<file path="config.mk">
export PLATFORM = sky130hd
export DESIGN_NAME = day_count_convention_unit
export DESIGN_NICKNAME = d
export VERILOG_FILES = /design/src/design/dccu_pkg.sv /design/src/design/dccu_date_term.sv /design/src/design/day_count_convention_unit.sv
export SDC_FILE = /design/constraint.sdc
export NUM_CORES = 2
export LEC_CHECK = 0
export BUFFER_PORTS_ARGS = -buffer_cell sky130_fd_sc_hd__buf_2
export CAP_MARGIN = 30
export CORE_MARGIN = 2
export CORE_UTILIZATION = 40
export DETAILED_ROUTE_END_ITERATION = 16
export GPL_TIMING_DRIVEN = 0
export SYNTH_ARGS = -nofsm -noshare
export SYNTH_HDL_FRONTEND = slang
export SYNTH_SLANG_ARGS = --single-unit
export TNS_END_PERCENT = 100
</file>
<file path="constraint.sdc">
create_clock -name clk -period 8.1 [get_ports clk]
set_input_delay 1.215 -clock clk [delete_from_list [all_inputs] [get_ports clk]]
set_output_delay 1.215 -clock clk [all_outputs]
set_load 0.02 [all_outputs]
</file>
<file path="src/design/dccu_pkg.sv">
// dccu_pkg: shared types, constants and calendar tables for the day count unit
// no dependencies; used by dccu_date_term and day_count_convention_unit
package dccu_pkg;

    localparam int YEAR_W   = 14;
    localparam int MONTH_W  = 4;
    localparam int DAY_W    = 5;
    localparam int COUNT_W  = 23;
    localparam int SERIAL_W = 23;

    // convention codes
    localparam logic [2:0] CONV_ACT360  = 3'd0;
    localparam logic [2:0] CONV_ACT365  = 3'd1;
    localparam logic [2:0] CONV_US      = 3'd2;
    localparam logic [2:0] CONV_EURO    = 3'd3;
    localparam logic [2:0] CONV_ITALIAN = 3'd4;
    localparam logic [2:0] CONV_GERMAN  = 3'd5;

    // configuration register indexes
    localparam logic [1:0] REG_CONVENTION  = 2'd0;
    localparam logic [1:0] REG_INCLUDE_DAY = 2'd1;
    localparam logic [1:0] REG_LAST_PERIOD = 2'd2;

    // floor(x / 100) == (x * RECIP_100) >> RECIP_SHIFT for x below 2^15
    localparam logic [12:0] RECIP_100   = 13'd5243;
    localparam int          RECIP_SHIFT = 19;
    localparam int          PROD_W      = 28;

    typedef struct packed {
        logic [SERIAL_W-1:0] serial;
        logic [SERIAL_W-1:0] noleap;
        logic                leap;
    } date_terms_t;

    function automatic logic [MONTH_W-1:0] clamp_month(input logic [MONTH_W-1:0] m);
        logic [MONTH_W-1:0] r;
        if (m == 4'd0)
            r = 4'd1;
        else if (m > 4'd12)
            r = 4'd12;
        else
            r = m;
        return r;
    endfunction

    // days before the first of month m in a year with no leap day
    function automatic logic [8:0] jan_offset(input logic [MONTH_W-1:0] m);
        logic [8:0] r;
        case (m)
            4'd1:    r = 9'd0;
            4'd2:    r = 9'd31;
            4'd3:    r = 9'd59;
            4'd4:    r = 9'd90;
            4'd5:    r = 9'd120;
            4'd6:    r = 9'd151;
            4'd7:    r = 9'd181;
            4'd8:    r = 9'd212;
            4'd9:    r = 9'd243;
            4'd10:   r = 9'd273;
            4'd11:   r = 9'd304;
            default: r = 9'd334;
        endcase
        return r;
    endfunction

    // days before a month counted from march, (153 * mp + 2) / 5
    function automatic logic [8:0] mar_offset(input logic [MONTH_W-1:0] mp);
        logic [8:0] r;
        case (mp)
            4'd0:    r = 9'd0;
            4'd1:    r = 9'd31;
            4'd2:    r = 9'd61;
            4'd3:    r = 9'd92;
            4'd4:    r = 9'd122;
            4'd5:    r = 9'd153;
            4'd6:    r = 9'd184;
            4'd7:    r = 9'd214;
            4'd8:    r = 9'd245;
            4'd9:    r = 9'd275;
            4'd10:   r = 9'd306;
            default: r = 9'd337;
        endcase
        return r;
    endfunction

endpackage

</file>
<file path="src/design/dccu_date_term.sv">
// dccu_date_term: two pipeline stages that turn one date into its serial day
// number, its no-leap day number and its leap year flag; depends on dccu_pkg
module dccu_date_term (
    input  logic                               clk,
    input  logic                               en_a,
    input  logic                               en_b,
    input  logic [dccu_pkg::YEAR_W-1:0]        year,
    input  logic [dccu_pkg::MONTH_W-1:0]       month,
    input  logic [dccu_pkg::DAY_W-1:0]         day,
    output dccu_pkg::date_terms_t              terms
);

    localparam int YY_W = dccu_pkg::YEAR_W + 1;
    localparam int Q_HI = dccu_pkg::RECIP_SHIFT + 7;

    // stage a
    logic [dccu_pkg::MONTH_W-1:0]  mc;
    logic                          early;
    logic [YY_W-1:0]               yy;
    logic [dccu_pkg::MONTH_W-1:0]  mp;
    logic [dccu_pkg::PROD_W-1:0]   pyy;
    logic [dccu_pkg::PROD_W-1:0]   py;
    logic [dccu_pkg::SERIAL_W-1:0] y365;
    logic                          feb29;
    logic [dccu_pkg::SERIAL_W-1:0] noleap_next;

    logic [YY_W-1:0]               yy_reg;
    logic [dccu_pkg::MONTH_W-1:0]  mp_reg;
    logic [dccu_pkg::DAY_W-1:0]    day_reg;
    logic [7:0]                    qyy_reg;
    logic [7:0]                    qy_reg;
    logic [dccu_pkg::YEAR_W-1:0]   year_reg;
    logic [dccu_pkg::SERIAL_W-1:0] noleap_reg;

    // stage b
    logic [dccu_pkg::SERIAL_W:0]   serial_sum;
    logic [dccu_pkg::YEAR_W-1:0]   hundred;
    logic                          leap;
    dccu_pkg::date_terms_t         terms_next;
    dccu_pkg::date_terms_t         terms_reg;

    assign mc    = dccu_pkg::clamp_month(month);
    assign early = (mc <= 4'd2);
    assign yy    = YY_W'(year) + YY_W'(400) - YY_W'(early);
    assign mp    = early ? (mc + 4'd9) : (mc - 4'd3);
    assign pyy   = dccu_pkg::PROD_W'(yy) * dccu_pkg::PROD_W'(dccu_pkg::RECIP_100);
    assign py    = dccu_pkg::PROD_W'(year) * dccu_pkg::PROD_W'(dccu_pkg::RECIP_100);
    assign y365  = dccu_pkg::SERIAL_W'(year) * dccu_pkg::SERIAL_W'(365);
    assign feb29 = (month == 4'd2) && (day == 5'd29);

    // feb 29 counts as feb 28
    assign noleap_next = y365 + dccu_pkg::SERIAL_W'(dccu_pkg::jan_offset(mc))
                       + dccu_pkg::SERIAL_W'(day) - dccu_pkg::SERIAL_W'(feb29);

    always_ff @(posedge clk)
    begin
        if (en_a)
        begin
            yy_reg     <= yy;
            mp_reg     <= mp;
            day_reg    <= day;
            qyy_reg    <= pyy[Q_HI:dccu_pkg::RECIP_SHIFT];
            qy_reg     <= py[Q_HI:dccu_pkg::RECIP_SHIFT];
            year_reg   <= year;
            noleap_reg <= noleap_next;
        end
    end

    // 365*yy + yy/4 - yy/100 + yy/400 + march offset + day - 1
    assign serial_sum = (dccu_pkg::SERIAL_W+1)'(yy_reg) * (dccu_pkg::SERIAL_W+1)'(365)
                      + (dccu_pkg::SERIAL_W+1)'(yy_reg[YY_W-1:2])
                      - (dccu_pkg::SERIAL_W+1)'(qyy_reg)
                      + (dccu_pkg::SERIAL_W+1)'(qyy_reg[7:2])
                      + (dccu_pkg::SERIAL_W+1)'(dccu_pkg::mar_offset(mp_reg))
                      + (dccu_pkg::SERIAL_W+1)'(day_reg)
                      - (dccu_pkg::SERIAL_W+1)'(1);

    assign hundred = dccu_pkg::YEAR_W'(qy_reg) * dccu_pkg::YEAR_W'(100);
    assign leap    = (year_reg[1:0] == 2'd0)
                   && ((year_reg != hundred) || (qy_reg[1:0] == 2'd0));

    always_comb
    begin
        terms_next.serial = serial_sum[dccu_pkg::SERIAL_W-1:0];
        terms_next.noleap = noleap_reg;
        terms_next.leap   = leap;
    end

    always_ff @(posedge clk)
    begin
        if (en_b)
            terms_reg <= terms_next;
    end

    assign terms = terms_reg;

endmodule

</file>
<file path="src/design/day_count_convention_unit.sv">
// day_count_convention_unit: signed day count between two dates, six conventions
// pipeline: three register stages, a, b and c; out_valid is the valid bit of stage c
// throughput: one transaction per cycle; a stall at the output holds the stages that are full
// reset: rst_n clears the stage valid bits and the three configuration registers
// depends on dccu_pkg and dccu_date_term
module day_count_convention_unit (
    input  logic                                 clk,
    input  logic                                 rst_n,
    // configuration write port
    input  logic                                 cfg_we,
    input  logic [1:0]                           cfg_addr,
    input  logic [2:0]                           cfg_wdata,
    // input channel
    input  logic                                 in_valid,
    output logic                                 in_ready,
    input  logic [dccu_pkg::YEAR_W-1:0]          start_year,
    input  logic [dccu_pkg::MONTH_W-1:0]         start_month,
    input  logic [dccu_pkg::DAY_W-1:0]           start_day,
    input  logic [dccu_pkg::YEAR_W-1:0]          end_year,
    input  logic [dccu_pkg::MONTH_W-1:0]         end_month,
    input  logic [dccu_pkg::DAY_W-1:0]           end_day,
    // output channel
    output logic                                 out_valid,
    input  logic                                 out_ready,
    output logic signed [dccu_pkg::COUNT_W-1:0]  day_count
);

    // working width of the signed sums before saturation
    localparam int SUM_W = dccu_pkg::COUNT_W + 2;
    localparam logic signed [SUM_W-1:0] SAT_HI = SUM_W'(2 ** (dccu_pkg::COUNT_W - 1) - 1);
    localparam logic signed [SUM_W-1:0] SAT_LO = -SUM_W'(2 ** (dccu_pkg::COUNT_W - 1));
    localparam int DY_W = dccu_pkg::YEAR_W + 1;
    localparam int DM_W = dccu_pkg::MONTH_W + 2;

    // configuration registers
    logic [2:0] convention_reg;
    logic       include_day_reg;
    logic       last_period_reg;

    always_ff @(posedge clk or negedge rst_n)
    begin
        if (!rst_n)
        begin
            convention_reg  <= dccu_pkg::CONV_ACT360;
            include_day_reg <= 1'b0;
            last_period_reg <= 1'b0;
        end
        else if (cfg_we)
        begin
            unique case (cfg_addr)
                dccu_pkg::REG_CONVENTION:  convention_reg  <= cfg_wdata;
                dccu_pkg::REG_INCLUDE_DAY: include_day_reg <= cfg_wdata[0];
                dccu_pkg::REG_LAST_PERIOD: last_period_reg <= cfg_wdata[0];
                default:                   ;
            endcase
        end
    end

    // pipeline control: each stage moves when the one after it is free or moving
    logic va_reg, vb_reg, vc_reg;
    logic en_a, en_b, en_c;

    assign en_c     = !vc_reg || out_ready;
    assign en_b     = !vb_reg || en_c;
    assign en_a     = !va_reg || en_b;
    assign in_ready = en_a;

    always_ff @(posedge clk or negedge rst_n)
    begin
        if (!rst_n)
        begin
            va_reg <= 1'b0;
            vb_reg <= 1'b0;
            vc_reg <= 1'b0;
        end
        else
        begin
            if (en_a)
                va_reg <= in_valid;
            if (en_b)
                vb_reg <= va_reg;
            if (en_c)
                vc_reg <= vb_reg;
        end
    end

    // per-date serial and no-leap day numbers, stages a and b
    dccu_pkg::date_terms_t terms_start;
    dccu_pkg::date_terms_t terms_end;

    dccu_date_term u_start_term (
        .clk   (clk),
        .en_a  (en_a),
        .en_b  (en_b),
        .year  (start_year),
        .month (start_month),
        .day   (start_day),
        .terms (terms_start)
    );

    dccu_date_term u_end_term (
        .clk   (clk),
        .en_a  (en_a),
        .en_b  (en_b),
        .year  (end_year),
        .month (end_month),
        .day   (end_day),
        .terms (terms_end)
    );

    // stage a: us and italian day adjustments for the 30/360 family
    logic                         is_us, is_italian, us_roll;
    logic [dccu_pkg::DAY_W-1:0]   d1_adj, d2_adj;
    logic [dccu_pkg::MONTH_W:0]   m2_adj;

    assign is_us      = (convention_reg == dccu_pkg::CONV_US);
    assign is_italian = (convention_reg == dccu_pkg::CONV_ITALIAN);
    // end day 31 after a start day below 30 rolls to the first of the next month
    assign us_roll    = is_us && (end_day == 5'd31) && (start_day < 5'd30);

    always_comb
    begin
        d1_adj = start_day;
        d2_adj = end_day;
        if (is_italian && (start_month == 4'd2) && (start_day > 5'd27))
            d1_adj = 5'd30;
        if (us_roll)
            d2_adj = 5'd1;
        else if (is_italian && (end_month == 4'd2) && (end_day > 5'd27))
            d2_adj = 5'd30;
    end

    assign m2_adj = (dccu_pkg::MONTH_W+1)'(end_month) + (dccu_pkg::MONTH_W+1)'(us_roll);

    logic [dccu_pkg::YEAR_W-1:0]  y1_a_reg, y2_a_reg;
    logic [dccu_pkg::MONTH_W-1:0] m1_a_reg;
    logic [dccu_pkg::MONTH_W:0]   m2_a_reg;
    logic [dccu_pkg::DAY_W-1:0]   d1_a_reg, d2_a_reg;
    logic                         feb1_a_reg, feb2_a_reg;

    always_ff @(posedge clk)
    begin
        if (en_a)
        begin
            y1_a_reg   <= start_year;
            y2_a_reg   <= end_year;
            m1_a_reg   <= start_month;
            m2_a_reg   <= m2_adj;
            d1_a_reg   <= d1_adj;
            d2_a_reg   <= d2_adj;
            feb1_a_reg <= (start_month == 4'd2);
            feb2_a_reg <= (end_month == 4'd2);
        end
    end

    // stage b: year and month part of 30/360, 360*dy + 30*dm with dm = m2 - m1 - 1
    logic signed [DY_W-1:0]  dy;
    logic signed [DM_W-1:0]  dm;
    logic signed [SUM_W-1:0] p30_next;

    assign dy = $signed(DY_W'(y2_a_reg)) - $signed(DY_W'(y1_a_reg));
    assign dm = $signed(DM_W'(m2_a_reg)) - $signed(DM_W'(m1_a_reg)) - DM_W'(1);
    assign p30_next = SUM_W'(dy) * SUM_W'(360) + SUM_W'(dm) * SUM_W'(30);

    logic signed [SUM_W-1:0]    p30_b_reg;
    logic [dccu_pkg::DAY_W-1:0] d1_b_reg, d2_b_reg;
    logic                       feb1_b_reg, feb2_b_reg;

    always_ff @(posedge clk)
    begin
        if (en_b)
        begin
            p30_b_reg  <= p30_next;
            d1_b_reg   <= d1_a_reg;
            d2_b_reg   <= d2_a_reg;
            feb1_b_reg <= feb1_a_reg;
            feb2_b_reg <= feb2_a_reg;
        end
    end

    // stage c: german last-of-february rule, day clamps, selection, saturation
    logic                       is_german;
    logic [dccu_pkg::DAY_W-1:0] d1_g, d2_g;
    logic [dccu_pkg::DAY_W-1:0] a_term, b_term;
    logic signed [SUM_W-1:0]    r30, r_act360, r_act365, r_sel, r_sat;

    assign is_german = (convention_reg == dccu_pkg::CONV_GERMAN);

    always_comb
    begin
        d1_g = d1_b_reg;
        d2_g = d2_b_reg;
        // last day of february is day 28, or 29 in a leap year
        if (is_german && feb1_b_reg && (d1_b_reg == 5'd28 + 5'(terms_start.leap)))
            d1_g = 5'd30;
        if (is_german && !last_period_reg && feb2_b_reg
            && (d2_b_reg == 5'd28 + 5'(terms_end.leap)))
            d2_g = 5'd30;
    end

    assign a_term = (d1_g >= 5'd30) ? 5'd0 : (5'd30 - d1_g);
    assign b_term = (d2_g > 5'd30) ? 5'd30 : d2_g;
    assign r30    = p30_b_reg + SUM_W'(a_term) + SUM_W'(b_term);

    assign r_act360 = $signed(SUM_W'(terms_end.serial)) - $signed(SUM_W'(terms_start.serial))
                    + SUM_W'(include_day_reg);
    assign r_act365 = $signed(SUM_W'(terms_end.noleap)) - $signed(SUM_W'(terms_start.noleap));

    always_comb
    begin
        unique case (convention_reg)
            dccu_pkg::CONV_ACT360: r_sel = r_act360;
            dccu_pkg::CONV_ACT365: r_sel = r_act365;
            dccu_pkg::CONV_US,
            dccu_pkg::CONV_EURO,
            dccu_pkg::CONV_ITALIAN,
            dccu_pkg::CONV_GERMAN: r_sel = r30;
            // reserved codes give zero
            default:               r_sel = '0;
        endcase
    end

    always_comb
    begin
        if (r_sel > SAT_HI)
            r_sat = SAT_HI;
        else if (r_sel < SAT_LO)
            r_sat = SAT_LO;
        else
            r_sat = r_sel;
    end

    // output register; holds while out_valid is high and out_ready is low
    logic signed [dccu_pkg::COUNT_W-1:0] count_reg;

    always_ff @(posedge clk)
    begin
        if (en_c)
            count_reg <= r_sat[dccu_pkg::COUNT_W-1:0];
    end

    assign out_valid = vc_reg;
    assign day_count = count_reg;

endmodule
</file>
==> impl_metrics.env <==
export IMPL_seq_area_frac_synth_pct=20.1
export IMPL_wire_per_inst_um=16.7
export IMPL_worstHoldEndpoint="feb2_b_reg$_DFFE_PP_"
export IMPL_critical_path_max_stage_delay_ns=0.49
export IMPL_rows=132
export IMPL_rrSetupSlack_ns=0.59
export IMPL_coreArea_um2=129000
export IMPL_synth_common_cells="inv_1, ha_1, fa_1"
export IMPL_regArea_um2=10400
export IMPL_globalRouteTotalUtil_pct=18.0
export IMPL_via_count=33800
export IMPL_clkSinkCount=354
export IMPL_grt_max_degree=103
export IMPL_place_detailed_hpwl_um=97500
export IMPL_status="complete, but fails checks"
export IMPL_tightest_slew_ns=0.905
export IMPL_drt_iter0_markers=1624
export IMPL_multi_input_area_um2=37200
export IMPL_gp_congestion=0.919
export IMPL_place_port_buffers=78
export IMPL_die_h_um=364
export IMPL_drv_cap=0
export IMPL_ioPinCount=81
export IMPL_syn_num_nets=6661
export IMPL_syn2layout_area_growth_pct=11.2
export IMPL_path_clk_slew_ns=0.06
export IMPL_timing_rr_end="p30_b_reg[23]$_DFFE_PP_"
export IMPL_hp_class="reg -> reg"
export IMPL_yosys_warnings=0
export IMPL_synth_cell_types=100
export IMPL_period_share_pct=101
export IMPL_grt_pass1_vias=35500
export IMPL_synth_ff_type="edfxtp_1"
export IMPL_syn_area_per_cell_um2=10.5
export IMPL_synth_edf_count=328
export IMPL_start_kind="input port"
export IMPL_crit_top_cell="fa_1"
export IMPL_clk_latency_ns=0.60
export IMPL_path_class="in -> reg"
export IMPL_die_x_um=364
export IMPL_crit_slowest_cell="fa_1"
export IMPL_yosysTopAreaCell="fa_1"
export IMPL_arrival_ns=8.55
export IMPL_dieArea_um2=132000
export IMPL_numCtsBuffers=44
export IMPL_n_fill_cell=12100
export IMPL_firstDrtPassIters=5
export IMPL_grt_overflow_total=0
export IMPL_drv_slew=0
export IMPL_setup_violations=5
export IMPL_netlist_top_cells_area="fa_1, ha_1, edfxtp_1"
export IMPL_end_kind="flip-flop"
export IMPL_slew_headroom_pct=39.2
export IMPL_htree_levels=2
export IMPL_hold_violations=0
export IMPL_fin_ws_ns=-0.105
export IMPL_cp_required_ns=8.45
export IMPL_clock_fmax_mhz=122
export IMPL_synth_seq_cells=354
export IMPL_grt_pass1_wl_um=188000
export IMPL_reg2reg_from="u_start_term.year_reg[0]$_DFFE_PN_"
export IMPL_cts_buffer_depth=3
export IMPL_routed_wl_um=116000
export IMPL_netlist_area_um2=51800
export IMPL_drc_errors=0
export IMPL_hold_path_depth=0
export IMPL_cts_tree="yes"
export IMPL_root_buffer="clkbuf_16"
export IMPL_drive_gt1_share_pct=8.60
export IMPL_yosysTopAreaCellShare_pct=25.1
export IMPL_hold_slack_ns=0.405
export IMPL_finClkSkew_ns=0.0317
export IMPL_hp_start="feb2_a_reg$_DFFE_PN_"
export IMPL_ant_nets=0
export IMPL_vias_per_cell=4.87
export IMPL_antenna_found_initial=14
export IMPL_start_util_pct=40.2
export IMPL_rsz0062_at_grt="yes"
export IMPL_post_route_min_period_ns=8.20
export IMPL_synth_most_common_cell="inv_1"
export IMPL_synthCells=4939
export IMPL_violations="setup timing"
export IMPL_final_nets=6886
export IMPL_crit_fanout=5
export IMPL_reg2reg_depth=30
export IMPL_ys_async_sr_fraction_pct=2.26
-- area by class of cell --
| type | instances | area share (%) |
|---|---|---|
| timing repair buffer | 180 | 2.25 |
| clock buffer | 57 | 2.11 |
| tap | 1742 | 3.78 |
| clock inverter | 25 | 0.487 |
| antenna | 5 | 0.0217 |
| inverter | 1283 | 8.39 |
| sequential | 354 | 18.1 |
| buffer | 30 | 0.339 |
| multi-input combinational | 3271 | 64.5 |
-- per-layer routing --
metal	global-route usage, %	vias up	wire length (um)
met5	0	-	39
met4	4.34	6	2660
met3	2.64	122	4790
met2	30.7	457	55900
met1	24.0	16700	52700
li1	-	16500	-
-- critical path: cells and delay by family --
kind | cells | cell delay [ns]
compound gates | 10 | 1.78
buf+inv | 7 | 0.72
simple gates | 6 | 1.09
xor+xnor | 2 | 0.47
fa+ha+maj | 10 | 3.24
-- through the flow --
stage | utilization (%) | TNS (ns) | instances | cell area, um^2 | setup WS (ns)
finish | 44.7 | -0.333 | 6947 | 57600 | -0.105
global route | 44.6 | -3.05 | 6944 | 57600 | -0.436
CTS | 44.2 | -0.214 | 6905 | 57000 | -0.151
detailed placement | 42.5 | -24.69 | 6772 | 54800 | -2.13
global placement | 42.3 | -25.40 | 6759 | 54600 | -2.05
floorplan | - | -2.08 | 4939 | 52000 | -0.530
-- cell usage in the layout, fill, tap and decap left out, types with 11 or more instances in the layout --
master and instances:
ha_1 998, a211oi_1 21, a21oi_2 13, xnor2_1 238, nor2b_1 34, nor2_1 155
fa_1 646, buf_6 13, clkbuf_16 47, edfxtp_1 328, a22oi_2 22, buf_4 91
and2_1 14, ha_4 14, and3_1 22, a21boi_0 16, o21a_1 29, o211ai_1 15
nand2b_1 36, o21ai_0 100, xnor2_2 11, dfxtp_1 18, clkbuf_1 26, buf_2 77
a21oi_1 161, a31oi_1 20, xor2_1 86, inv_2 15, nand2_1 103, or3_1 12
a21o_1 92, o22ai_1 17, o21bai_1 22, nor3_1 57, inv_1 1262, nand3_1 57
-- how the worst max path moves through the flow --
stage,from,to
3_3_place_gp,start_month[2],u_start_term.qyy_reg[7]$_DFFE_PN_
6_report,end_month[0],u_end_term.qyy_reg[7]$_DFFE_PN_
5_1_grt,end_month[0],u_end_term.qyy_reg[7]$_DFFE_PN_
3_5_place_dp,start_month[2],u_start_term.qyy_reg[7]$_DFFE_PN_
2_1_floorplan,start_month[2],u_start_term.qyy_reg[7]$_DFFE_PN_
4_1_cts,start_month[3],u_start_term.qyy_reg[7]$_DFFE_PN_
-- cells by family (layout without fill, tap and decap cells) --
family                     Yosys count  in the layout  share of synthesized area, %
AOI/OAI and AO/OA                  660            660                          8.83
other                                0              5                             0
adders and majority gates         1666           1666                          49.6
DFF                                354            354                          20.1
and+or+nand+nor                    583            583                          5.65
buffers and inverters             1314           1575                          9.58
muxes                               19             19                         0.396
xor gates and xnor gates           343            343                          5.81
-- repair_timing --
action,CTS,global route
setup endpoints to repair,16,16
hold buffers,0,0
pin swaps,67,78
gates resized for setup,84,65
buffers inserted,53,36
Power is not shown: default switching activity piles up to over one toggle a cycle in this logic, so the estimate is an artifact.
